## src/hw/rtl/hrp_pkg.sv

```systemverilog
package hrp_pkg;

    // Default width of the byte counter taken from the header.
    localparam int COUNT_BITS_DEF = 24;

    // Parser phases.
    localparam logic [2:0] PH_IDLE       = 3'd0;
    localparam logic [2:0] PH_START      = 3'd1;
    localparam logic [2:0] PH_TYPE_FIRST = 3'd2;
    localparam logic [2:0] PH_TYPE_REST  = 3'd3;
    localparam logic [2:0] PH_SPACES     = 3'd4;
    localparam logic [2:0] PH_COUNT      = 3'd5;
    localparam logic [2:0] PH_DATA       = 3'd6;

    // Result status codes.
    localparam logic [1:0] ST_DATA  = 2'd0;
    localparam logic [1:0] ST_EMPTY = 2'd1;
    localparam logic [1:0] ST_BAD   = 2'd2;
    localparam logic [1:0] ST_TRUNC = 2'd3;

    // Characters the header grammar looks for.
    localparam logic [7:0] CHAR_LF    = 8'h0A;
    localparam logic [7:0] CHAR_SPACE = 8'h20;

    // Decoded lowercase hex digit: valid flag and nibble value.
    typedef struct packed {
        logic       valid;
        logic [3:0] value;
    } hex_digit_t;

    function automatic hex_digit_t hex_decode(input logic [7:0] c);
        hex_digit_t h;
        h.valid = 1'b0;
        h.value = 4'd0;
        if (c inside {["0":"9"]})
        begin
            h.valid = 1'b1;
            h.value = c[3:0];
        end
        else if (c inside {["a":"f"]})
        begin
            h.valid = 1'b1;
            h.value = c[3:0] + 4'd9;
        end
        return h;
    endfunction

    function automatic logic is_alpha(input logic [7:0] c);
        return (c inside {["A":"Z"], ["a":"z"]});
    endfunction

    function automatic logic is_digit(input logic [7:0] c);
        return (c inside {["0":"9"]});
    endfunction

endpackage

```

## src/hw/rtl/hrp_in_if.sv

```systemverilog
interface hrp_in_if;
    logic       valid;
    logic       ready;
    logic [7:0] in_char;
    logic       in_first;
    logic       in_end;

    modport source (output valid, in_char, in_first, in_end, input ready);
    modport sink   (input valid, in_char, in_first, in_end, output ready);
endinterface

```

## src/hw/rtl/hrp_out_if.sv

```systemverilog
interface hrp_out_if;
    logic       valid;
    logic       ready;
    logic [7:0] out_byte;
    logic       out_last;
    logic [1:0] out_status;

    modport source (output valid, out_byte, out_last, out_status, input ready);
    modport sink   (input valid, out_byte, out_last, out_status, output ready);
endinterface

```

## src/hw/rtl/hex_raw_profile_decoder.sv

```systemverilog
// Hex text profile decoder.
// in_ch carries one character of profile text per transfer, with in_first
// marking the first character of a profile and in_end the last character
// of the buffer. The header (newline, type letters, newline, optional
// spaces, decimal byte count, newline) is checked, then lowercase hex digit
// pairs are emitted on out_ch as bytes until the count is reached.
// A character causes at most one result: a data byte, or a final result
// (empty profile, bad header, truncated) with out_last set.
// The result is registered and appears on out_ch in the cycle after the input
// transfer, and one character is taken every cycle while the receiver does not
// stall: the parser state and the result register both update in the cycle of
// the transfer. The counter update is one shift-add and a range check on
// COUNT_BITS + 4 bits. Reset puts the parser idle; characters without
// in_first are then dropped with no result. When the receiver stalls, the
// result register holds its item and in_ch takes a new character only in a
// cycle in which that item leaves, so nothing is lost or overwritten.
module hex_raw_profile_decoder #(
    parameter int COUNT_BITS = hrp_pkg::COUNT_BITS_DEF
) (
    input  logic         clk,
    input  logic         rst_n,
    hrp_in_if.sink       in_ch,
    hrp_out_if.source    out_ch
);
    import hrp_pkg::*;

    localparam int SUM_BITS = COUNT_BITS + 4;

    // Parser state.
    logic [2:0]            phase_reg, phase_next;
    logic [COUNT_BITS-1:0] remaining_reg, remaining_next;
    logic [3:0]            high_nibble_reg, high_nibble_next;
    logic                  have_high_reg, have_high_next;

    // Result register.
    logic       out_valid_reg;
    logic [7:0] out_byte_reg;
    logic       out_last_reg;
    logic [1:0] out_status_reg;

    // Result of the current character.
    logic       res_valid;
    logic [7:0] res_byte;
    logic       res_last;
    logic [1:0] res_status;

    logic                in_fire;
    logic [2:0]          cur_phase;
    logic                active;
    logic                done;
    hex_digit_t          hex;
    logic [SUM_BITS-1:0] count_ext;
    logic [SUM_BITS-1:0] count_sum;

    assign in_ch.ready = !out_valid_reg || out_ch.ready;
    assign in_fire     = in_ch.valid && in_ch.ready;

    assign hex       = hex_decode(in_ch.in_char);
    assign count_ext = {4'd0, remaining_reg};
    assign count_sum = (count_ext << 3) + (count_ext << 1)
                     + {{(SUM_BITS - 4){1'b0}}, in_ch.in_char[3:0]};

    // One parser step for the presented character.
    always_comb
    begin
        cur_phase        = in_ch.in_first ? PH_START : phase_reg;
        phase_next       = cur_phase;
        remaining_next   = in_ch.in_first ? '0 : remaining_reg;
        high_nibble_next = in_ch.in_first ? 4'd0 : high_nibble_reg;
        have_high_next   = in_ch.in_first ? 1'b0 : have_high_reg;
        res_valid        = 1'b0;
        res_byte         = 8'd0;
        res_last         = 1'b0;
        res_status       = ST_DATA;
        active           = 1'b1;
        done             = 1'b0;

        case (cur_phase)
            PH_START:
            begin
                if (in_ch.in_char != CHAR_LF)
                    done = 1'b1;
                else
                    phase_next = PH_TYPE_FIRST;
            end
            PH_TYPE_FIRST:
            begin
                if (!is_alpha(in_ch.in_char))
                    done = 1'b1;
                else
                    phase_next = PH_TYPE_REST;
            end
            PH_TYPE_REST:
            begin
                if (in_ch.in_char == CHAR_LF)
                    phase_next = PH_SPACES;
                else if (!is_alpha(in_ch.in_char))
                    done = 1'b1;
            end
            PH_SPACES:
            begin
                if (is_digit(in_ch.in_char))
                begin
                    remaining_next = {{(COUNT_BITS - 4){1'b0}}, in_ch.in_char[3:0]};
                    phase_next     = PH_COUNT;
                end
                else if (in_ch.in_char != CHAR_SPACE)
                begin
                    done = 1'b1;
                end
            end
            PH_COUNT:
            begin
                if (is_digit(in_ch.in_char))
                begin
                    if (count_sum[SUM_BITS-1:COUNT_BITS] != 4'd0)
                        done = 1'b1;
                    else
                        remaining_next = count_sum[COUNT_BITS-1:0];
                end
                else if (in_ch.in_char == CHAR_LF)
                begin
                    if (remaining_reg == '0)
                    begin
                        done       = 1'b1;
                        res_status = ST_EMPTY;
                    end
                    else
                    begin
                        phase_next = PH_DATA;
                    end
                end
                else
                begin
                    done = 1'b1;
                end
            end
            PH_DATA:
            begin
                if (hex.valid)
                begin
                    if (!have_high_reg)
                    begin
                        high_nibble_next = hex.value;
                        have_high_next   = 1'b1;
                    end
                    else
                    begin
                        res_valid        = 1'b1;
                        res_byte         = {high_nibble_reg, hex.value};
                        high_nibble_next = 4'd0;
                        have_high_next   = 1'b0;
                        remaining_next   = remaining_reg - {{(COUNT_BITS - 1){1'b0}}, 1'b1};
                        if (remaining_reg == {{(COUNT_BITS - 1){1'b0}}, 1'b1})
                        begin
                            res_last   = 1'b1;
                            phase_next = PH_IDLE;
                        end
                    end
                end
            end
            default:
            begin
                active = 1'b0;
            end
        endcase

        // Header errors and the empty profile end the profile here.
        if (done)
        begin
            res_valid  = 1'b1;
            res_byte   = 8'd0;
            res_last   = 1'b1;
            if (res_status != ST_EMPTY)
                res_status = ST_BAD;
            phase_next = PH_IDLE;
        end
        // Buffer ends while the profile is still open.
        else if (active && !res_last && in_ch.in_end)
        begin
            res_valid  = 1'b1;
            res_byte   = 8'd0;
            res_last   = 1'b1;
            res_status = ST_TRUNC;
            phase_next = PH_IDLE;
        end
    end

    // Parser state advances on each input transfer.
    always_ff @(posedge clk or negedge rst_n)
    begin
        if (!rst_n)
        begin
            phase_reg       <= PH_IDLE;
            remaining_reg   <= '0;
            high_nibble_reg <= 4'd0;
            have_high_reg   <= 1'b0;
        end
        else if (in_fire)
        begin
            phase_reg       <= phase_next;
            remaining_reg   <= remaining_next;
            high_nibble_reg <= high_nibble_next;
            have_high_reg   <= have_high_next;
        end
    end

    // Result register valid flag.
    always_ff @(posedge clk or negedge rst_n)
    begin
        if (!rst_n)
            out_valid_reg <= 1'b0;
        else if (in_fire)
            out_valid_reg <= res_valid;
        else if (out_ch.ready)
            out_valid_reg <= 1'b0;
    end

    // Result payload, loaded with each input transfer.
    always_ff @(posedge clk)
    begin
        if (in_fire)
        begin
            out_byte_reg   <= res_byte;
            out_last_reg   <= res_last;
            out_status_reg <= res_status;
        end
    end

    assign out_ch.valid      = out_valid_reg;
    assign out_ch.out_byte   = out_byte_reg;
    assign out_ch.out_last   = out_last_reg;
    assign out_ch.out_status = out_status_reg;

    // A final result always leaves the parser idle.
    a_last_idles: assert property (@(posedge clk) disable iff (!rst_n)
        in_fire && res_valid && res_last |=> phase_reg == PH_IDLE)
        else $error("parser not idle after a final result");

    // Every status other than data is a final result with a zero byte.
    a_status_final: assert property (@(posedge clk) disable iff (!rst_n)
        out_valid_reg && out_status_reg != ST_DATA |-> out_last_reg && out_byte_reg == 8'd0)
        else $error("non-data status without last or with a byte");

    // The data section never runs with an exhausted count.
    a_data_count: assert property (@(posedge clk) disable iff (!rst_n)
        phase_reg == PH_DATA |-> remaining_reg != '0)
        else $error("data phase with zero bytes remaining");

    // A held high nibble exists only in the data section or in idle.
    a_nibble_phase: assert property (@(posedge clk) disable iff (!rst_n)
        have_high_reg |-> phase_reg == PH_DATA || phase_reg == PH_IDLE)
        else $error("high nibble held outside the data section");

endmodule
```

## src/flat_wrapper.sv

```systemverilog
// flat-port wrapper written by rule: the top's interface ports become plain ports
module hex_raw_profile_decoder_flat import hrp_pkg::*;
#(
    parameter int COUNT_BITS = hrp_pkg::COUNT_BITS_DEF
)
  (clk, rst_n, in_ch_valid, in_ch_in_char, in_ch_in_first, in_ch_in_end, in_ch_ready, out_ch_valid, out_ch_out_byte, out_ch_out_last, out_ch_out_status, out_ch_ready);
  hrp_in_if in_ch_i ();
  hrp_out_if out_ch_i ();
  input  logic clk;
  input  logic rst_n;
  input wire logic [$bits(in_ch_i.valid)-1:0] in_ch_valid;
  input wire logic [$bits(in_ch_i.in_char)-1:0] in_ch_in_char;
  input wire logic [$bits(in_ch_i.in_first)-1:0] in_ch_in_first;
  input wire logic [$bits(in_ch_i.in_end)-1:0] in_ch_in_end;
  output wire logic [$bits(in_ch_i.ready)-1:0] in_ch_ready;
  output wire logic [$bits(out_ch_i.valid)-1:0] out_ch_valid;
  output wire logic [$bits(out_ch_i.out_byte)-1:0] out_ch_out_byte;
  output wire logic [$bits(out_ch_i.out_last)-1:0] out_ch_out_last;
  output wire logic [$bits(out_ch_i.out_status)-1:0] out_ch_out_status;
  input wire logic [$bits(out_ch_i.ready)-1:0] out_ch_ready;
  assign in_ch_i.valid = in_ch_valid;
  assign in_ch_i.in_char = in_ch_in_char;
  assign in_ch_i.in_first = in_ch_in_first;
  assign in_ch_i.in_end = in_ch_in_end;
  assign in_ch_ready = in_ch_i.ready;
  assign out_ch_valid = out_ch_i.valid;
  assign out_ch_out_byte = out_ch_i.out_byte;
  assign out_ch_out_last = out_ch_i.out_last;
  assign out_ch_out_status = out_ch_i.out_status;
  assign out_ch_i.ready = out_ch_ready;
  hex_raw_profile_decoder #(.COUNT_BITS(COUNT_BITS)) u_core (.clk(clk), .rst_n(rst_n), .in_ch(in_ch_i), .out_ch(out_ch_i));
endmodule
```

## config.mk

```make
export PLATFORM = sky130hd
export DESIGN_NAME = hex_raw_profile_decoder_flat
export DESIGN_NICKNAME = d
export VERILOG_FILES = /design/src/hw/rtl/hrp_pkg.sv /design/src/hw/rtl/hrp_in_if.sv /design/src/hw/rtl/hrp_out_if.sv /design/src/hw/rtl/hex_raw_profile_decoder.sv /design/src/flat_wrapper.sv
export SDC_FILE = /design/constraint.sdc
export NUM_CORES = 1
export LEC_CHECK = 0
export BUFFER_PORTS_ARGS = -buffer_cell sky130_fd_sc_hd__clkbuf_2
export CAP_MARGIN = 20
export CORE_ASPECT_RATIO = 1.4
export CORE_UTILIZATION = 60
export CTS_BUF_LIST = sky130_fd_sc_hd__clkbuf_16
export DETAILED_ROUTE_END_ITERATION = 7
export PLACE_DENSITY = 0.82
export SLEW_MARGIN = 5
export SYNTH_ARGS = -nofsm -noshare
export SYNTH_HDL_FRONTEND = slang
export SYNTH_SLANG_ARGS = --single-unit
```

## constraint.sdc

```tcl
create_clock -name clk -period 12.2 [get_ports clk]
set_input_delay 2.44 -clock clk [delete_from_list [all_inputs] [get_ports clk]]
set_output_delay 2.44 -clock clk [all_outputs]
set_load 0.05 [all_outputs]
```

After elaboration in Yosys (flattened, before gate mapping). Index checks and enable logic that the tools add are counted.

Bits in registers: 44. Latch bits: 0. Memory bits (writable): 0. ROM bits: 0. Input bits: 14. Output and inout port bits: 13. Logic and storage cells: 110. Memories kept: 0.

$add $sub $neg: 4. Multipliers: 0. Divide/modulo/power cells: 0. $lt $le $gt $ge: 7. Equal/unequal tests: 11. Shift-type cells: 0. Mux-type cells: 60. Bitwise logic cells: 3. Reductions and logical operators: 17.

Operator list (number): 24-bit 2-to-1 mux (6); 24-bit case mux with 3 select lines (1); 3-bit 2-to-1 mux (13); 27-bit by 25-bit adder with 28-bit output (1); 28-bit by 4-bit adder with 28-bit output (1); 1-bit 2-to-1 mux (26); 24-bit by 1-bit equality test with 1-bit output, second input constant (1); 8-bit by 7-bit <= comparator with 1-bit output, second input constant (3); 24-bit zero test (1); 24-bit by 1-bit subtractor with 24-bit output, second input constant (1); 3-bit case mux with 6 select lines (1); 8-bit by 7-bit >= comparator with 1-bit output, second input constant (2); 4-bit 2-to-1 mux (4); 2-bit 2-to-1 mux (6); 5-bit 2-to-1 mux (2); 3-bit equality test, second input constant (3); 8-bit by 4-bit equality test with 1-bit output, second input constant (1); 8-bit by 6-bit >= comparator with 1-bit output, second input constant (1); 8-bit by 6-bit <= comparator with 1-bit output, second input constant (1); 8-bit by 4-bit inequality test with 1-bit output, second input constant (1); 8-bit by 6-bit inequality test with 1-bit output, second input constant (1); 1-bit logical AND (7); 3-bit by 2-bit equality test with 1-bit output, second input constant (2); 6-bit OR reduction (1); 11 further kinds (15).

Logic depth before layout (Yosys ltp).
Depth in word-level cells: 12. Gate-level depth with buffers: 17. Depth with buffers taken out: 14.

Least setup slack after synthesis. Ideal clock, no wire load.

Path type: input -> register. Start point: input in_ch_in_char[3]. End point: register u_core.out_status_reg[0], in the netlist u_core.out_ch.out_status[0] (data pin). Library setup time: 0.254 ns. Arrival time: 5.933 ns. Required time: 11.946 ns. Path slack: 6.013 ns. Stages on the path: 16. Buffers on the path: 3. Path through: clkbuf_1 -> inv_1 -> fa_1 -> fa_1 -> nand2b_1 -> a21oi_1 -> o21ai_0 -> o21ba_2 -> nor3_1 -> o41ai_1 -> o2111ai_2 -> clkbuf_1 -> buf_1 -> nand2_1 -> a21oi_1 -> nor2_1.

Cells in the longest elaborated chain, start to end: 11. Elaborated cells on any way between the ends: 40. Classes of those cells: add/sub (1); order compare (7); eq/ne (4); mux (19); reduce/logical (9).

RTL lines: start, declared (RTL line flat_wrapper.sv:12) `input wire logic [$bits(in_ch_i.in_char)-1:0] in_ch_in_char;`; parallel branches: the longest is 10 deep, another holds 28-bit by 4-bit adder with 28-bit output; 2-bit 2-to-1 mux * (RTL line hex_raw_profile_decoder.sv:169) `if (done)`; net u_core.res_status[0] (RTL line hex_raw_profile_decoder.sv:45) `logic [1:0] res_status;`; end signal, assigned (RTL line hex_raw_profile_decoder.sv:226) `out_status_reg <= res_status;`; end, declared (RTL line hex_raw_profile_decoder.sv:39) `logic [1:0] out_status_reg;`.

Mark *: on every way through the listed nets, which the timed path passes. A chain may end at the register's enable or synchronous reset.

Worst setup path after layout.
Start point: input in_ch_in_char[3]. End point: register u_core.remaining_reg[2].

Cells in the longest elaborated chain, start to end: 6. Elaborated cells on any way between the ends: 15. Classes of those cells: add/sub (1); order compare (4); mux (7); reduce/logical (3).

RTL lines: parallel branches: the longest is 5 deep, another holds 28-bit by 4-bit adder with 28-bit output; 24-bit case mux with 3 select lines * (RTL line hex_raw_profile_decoder.sv:78) `case (cur_phase)`; end signal, assigned (RTL line hex_raw_profile_decoder.sv:202) `remaining_reg <= remaining_next;`; end, declared (RTL line hex_raw_profile_decoder.sv:31) `logic [COUNT_BITS-1:0] remaining_reg, remaining_next;`.

Mark *: on every way between the ends.

==> impl_metrics.yaml <==
run_status:
  run_status: "finished clean"
sta:
  period_needed_ps: 6180
  finClkSkew_ps: 4.73
  fin_tns_setup_ps: 0
  setup_ws_ps: 6020
  relSlewSlack_pct: 32.1
  post-route-period-util_pct: 50.6
  slew_viol_final: 0
  fmax_ghz: 0.162
  rsz0062_at_grt: "no"
  tightest_slew_ps: 1010
  hold_ws_ps: 529
  finalSetupViolations: 0
  hold_viol_final: 0
setup_path:
  crit_slowest_cell: "fa_1"
  crit_type: "in -> reg"
  r2r_cells: 14
  r2r_start: "u_core.remaining_reg[2]$_DFFE_PN0P_"
  cp.arrival_ps: 6330
  endpoint_kind: "flip-flop"
  rr_endpoint: "u_core.remaining_reg[2]$_DFFE_PN0P_"
  cp_max_fo: 45
  crit_required_ps: 12350
  start_kind: "input port"
  slowest_delay_ps: 550
  path_common_cell: "fa_1"
  crit_chain: "clkbuf_2 -> inv_1 -> fa_1 -> fa_1 -> nand2b_1 -> a21oi_1 -> o21ai_0 -> o21ba_2 -> nor3_1 -> o41ai_1 -> o2111ai_4 -> buf_4 -> mux2_2 -> a221oi_1 -> a211oi_1"
  r2r_slack_ps: 7880
min_path:
  worstHoldStart: "u_core.high_nibble_reg[2]$_DFFE_PN0P_"
  whs_endpoint: "u_core.high_nibble_reg[2]$_DFFE_PN0P_"
  hp-class: "reg -> reg"
  hold_depth: 2
synthesis:
  ys_types: 81
  synth_cells: 698
  synth_edf_count: 11
  syn_area_per_cell_sq_um: 7.68
  yosysSeqAreaShare_pct: 21.6
  ys_ff_latch: 44
  ys.flop_type: "dfrtp_1"
  yosysWarnings: 0
  async_flop_share_pct: 75.0
  syn_nets: 768
  syn_area_sq_um: 5360
power:
  power.density_nw_per_um2: 62.3
  switchingPower_mw: 0.102
  p_int_mw: 0.245
  p_comb_share_pct: 15.5
  p_clk_share_pct: 38.8
  totalPowerFinal_mw: 0.347
  power_leakage_nw: 2.40
  p_seq_share_pct: 45.7
  peakVddDrop_v: 0.000126
  power.share.switching_pct: 29.5
final_layout:
  fin_nets: 766
  fin_area_sq_um: 5570
  nFillCells: 763
  fin_util_pct: 64.7
  n_antenna_cell: 0
  area_growth_pct: 3.85
  drive_above_1_share_pct: 8.90
  largest_reg_flops: 24
  finalNonFillerCells: 802
drt:
  ant_nets: 0
  wl_per_cell_microns: 18.5
  drtIter0Drc: 645
  route.detailed.drc: 0
  first_pass_iters: 7
  dr_total_vias: 5439
  via_per_inst: 6.78
  wirelength_mm: 14.8
global_route:
  top_usage_layer: "met2"
  grt_pass1_vias: 5230
  met2_usage_pct: 57.4
  antenna_found_initial: 0
  met3_usage_pct: 5.36
  grt-ovfl-total: 0
  grt.total_usage_pct: 34.1
  grt_util_met1_pct: 39.8
  grt_pass1_wl_mm: 24.8
  grt_max_degree: 46
cts:
  cts_made_buffers: 5
  clkLatencyLatePin_ps: 290
  cts-root-buf: "clkbuf_16"
  cts_hold_buffers: 0
  cts_resized: 0
  clock-sinks: 44
  cts_setup_buffers: 0
  tritoncts: "yes"
  clk_pin_slew_ps: 60
  cts-htree-levels: 2
  cts_buffer_depth: 2
job:
  cap_violations: 0
placed_design:
  hpwlAfterDp_mm: 11.3
  numPortBuffers: 26
  place_area_sq_um: 5430
  preCtsSetupSlack_ps: 5790
  place.gp.congestion: 0.913
  dp_cells: 794
floorplanning:
  fp-row-count: 40
  dieArea_sq_um: 9330
  io_pins: 27
  start_util_pct: 62.3
  die_h_microns: 114
  coreArea_sq_um: 8610
  dieWidth_microns: 81.9
==> routing by layer <==
layer,vias to the layer above,routed length [microns]
li1,2575,-
met1,2514,5610
met2,283,7440
met3,67,1050
met4,0,726
met5,-,0
==> synth_stat cells (all sizes together) (15+ instances only) <==
library cell	number	area (sq um)
nor2	72	270
o21ai	82	410
dfrtp	33	826
inv	20	75.1
a21oi	74	370
xnor2	15	131
nor3	20	100
nand2	75	282
nor2b	25	164
ha	54	676
clkbuf	32	175
==> cell families after synthesis <==
kind of cell	synth area share (%)
and+or+nand+nor	23.6
AOI/OAI and AO/OA	29.0
buffers and inverters	6.09
adders and majority gates	13.3
DFF	21.6
xor gates and xnor gates	4.25
muxes	2.15
==> layout by cell type, fill, tap and decap left out, types with 4 or more instances in the layout <==
master | netlist | layout
a21o_1 | 7 | 7
a21oi_1 | 74 | 74
a221oi_1 | 6 | 6
a22oi_1 | 8 | 8
a31oi_1 | 4 | 4
and3_1 | 5 | 5
buf_4 | 1 | 5
clkbuf_16 | 0 | 5
clkbuf_2 | 1 | 26
dfrtp_1 | 33 | 33
edfxtp_1 | 11 | 11
ha_1 | 54 | 54
inv_1 | 19 | 19
mux2_2 | 4 | 4
mux2i_1 | 7 | 7
nand2_1 | 75 | 75
nand2b_1 | 4 | 4
nand3_1 | 11 | 11
nand3b_1 | 4 | 4
nand4_1 | 8 | 8
nor2_1 | 72 | 72
nor2b_1 | 24 | 24
nor3_1 | 20 | 20
nor4_1 | 6 | 6
o211ai_1 | 8 | 8
o21ai_0 | 81 | 81
o221ai_1 | 11 | 11
o31ai_1 | 4 | 4
or3_1 | 5 | 5
xnor2_1 | 15 | 15
xor2_1 | 11 | 11
==> final cells by class <==
type / instances / area, sq um / area share [%]
Inverter: 21 / 78.8 / 1.42
Clock inverter: 3 / 18.8 / 0.337
Sequential cell: 44 / 1160 / 20.8
Tap cell: 105 / 131 / 2.36
Multi-Input combinational cell: 593 / 3890 / 69.9
Timing Repair Buffer: 31 / 168 / 3.01
Clock buffer: 5 / 125 / 2.25
==> how the worst max path moves through the flow <==
| stage | start | endpoint |
|---|---|---|
| final | in_ch_in_char[3] | u_core.remaining_reg[2]$_DFFE_PN0P_ |
| after global routing | in_ch_in_char[3] | u_core.remaining_reg[2]$_DFFE_PN0P_ |
| after CTS | in_ch_in_char[3] | u_core.remaining_reg[2]$_DFFE_PN0P_ |
| after detailed placement | in_ch_in_char[3] | u_core.remaining_reg[2]$_DFFE_PN0P_ |
| after global placement | in_ch_in_char[3] | u_core.remaining_reg[2]$_DFFE_PN0P_ |
| after floorplan | in_ch_in_char[3] | u_core.out_ch.out_status[0]$_DFFE_PP_ |
==> power by group through the flow <==
stage / clock network, mW / logic [mW] / registers (mW)
2_1_floorplan: 0 / 0.0345 / 0.168
3_3_place_gp: 0 / 0.0516 / 0.161
3_5_place_dp: 0 / 0.0530 / 0.161
4_1_cts: 0.136 / 0.0533 / 0.158
6_report: 0.135 / 0.0538 / 0.158
5_1_grt: 0.142 / 0.0586 / 0.159
==> critical path, delay by kind of cell <==
kind | cells | cell delay (ps)
compound gates | 7 | 1350
fa+ha+maj | 2 | 1020
buf+inv | 3 | 780
mux | 1 | 400
simple gates | 2 | 330
Power figures use the tool's default switching activity.
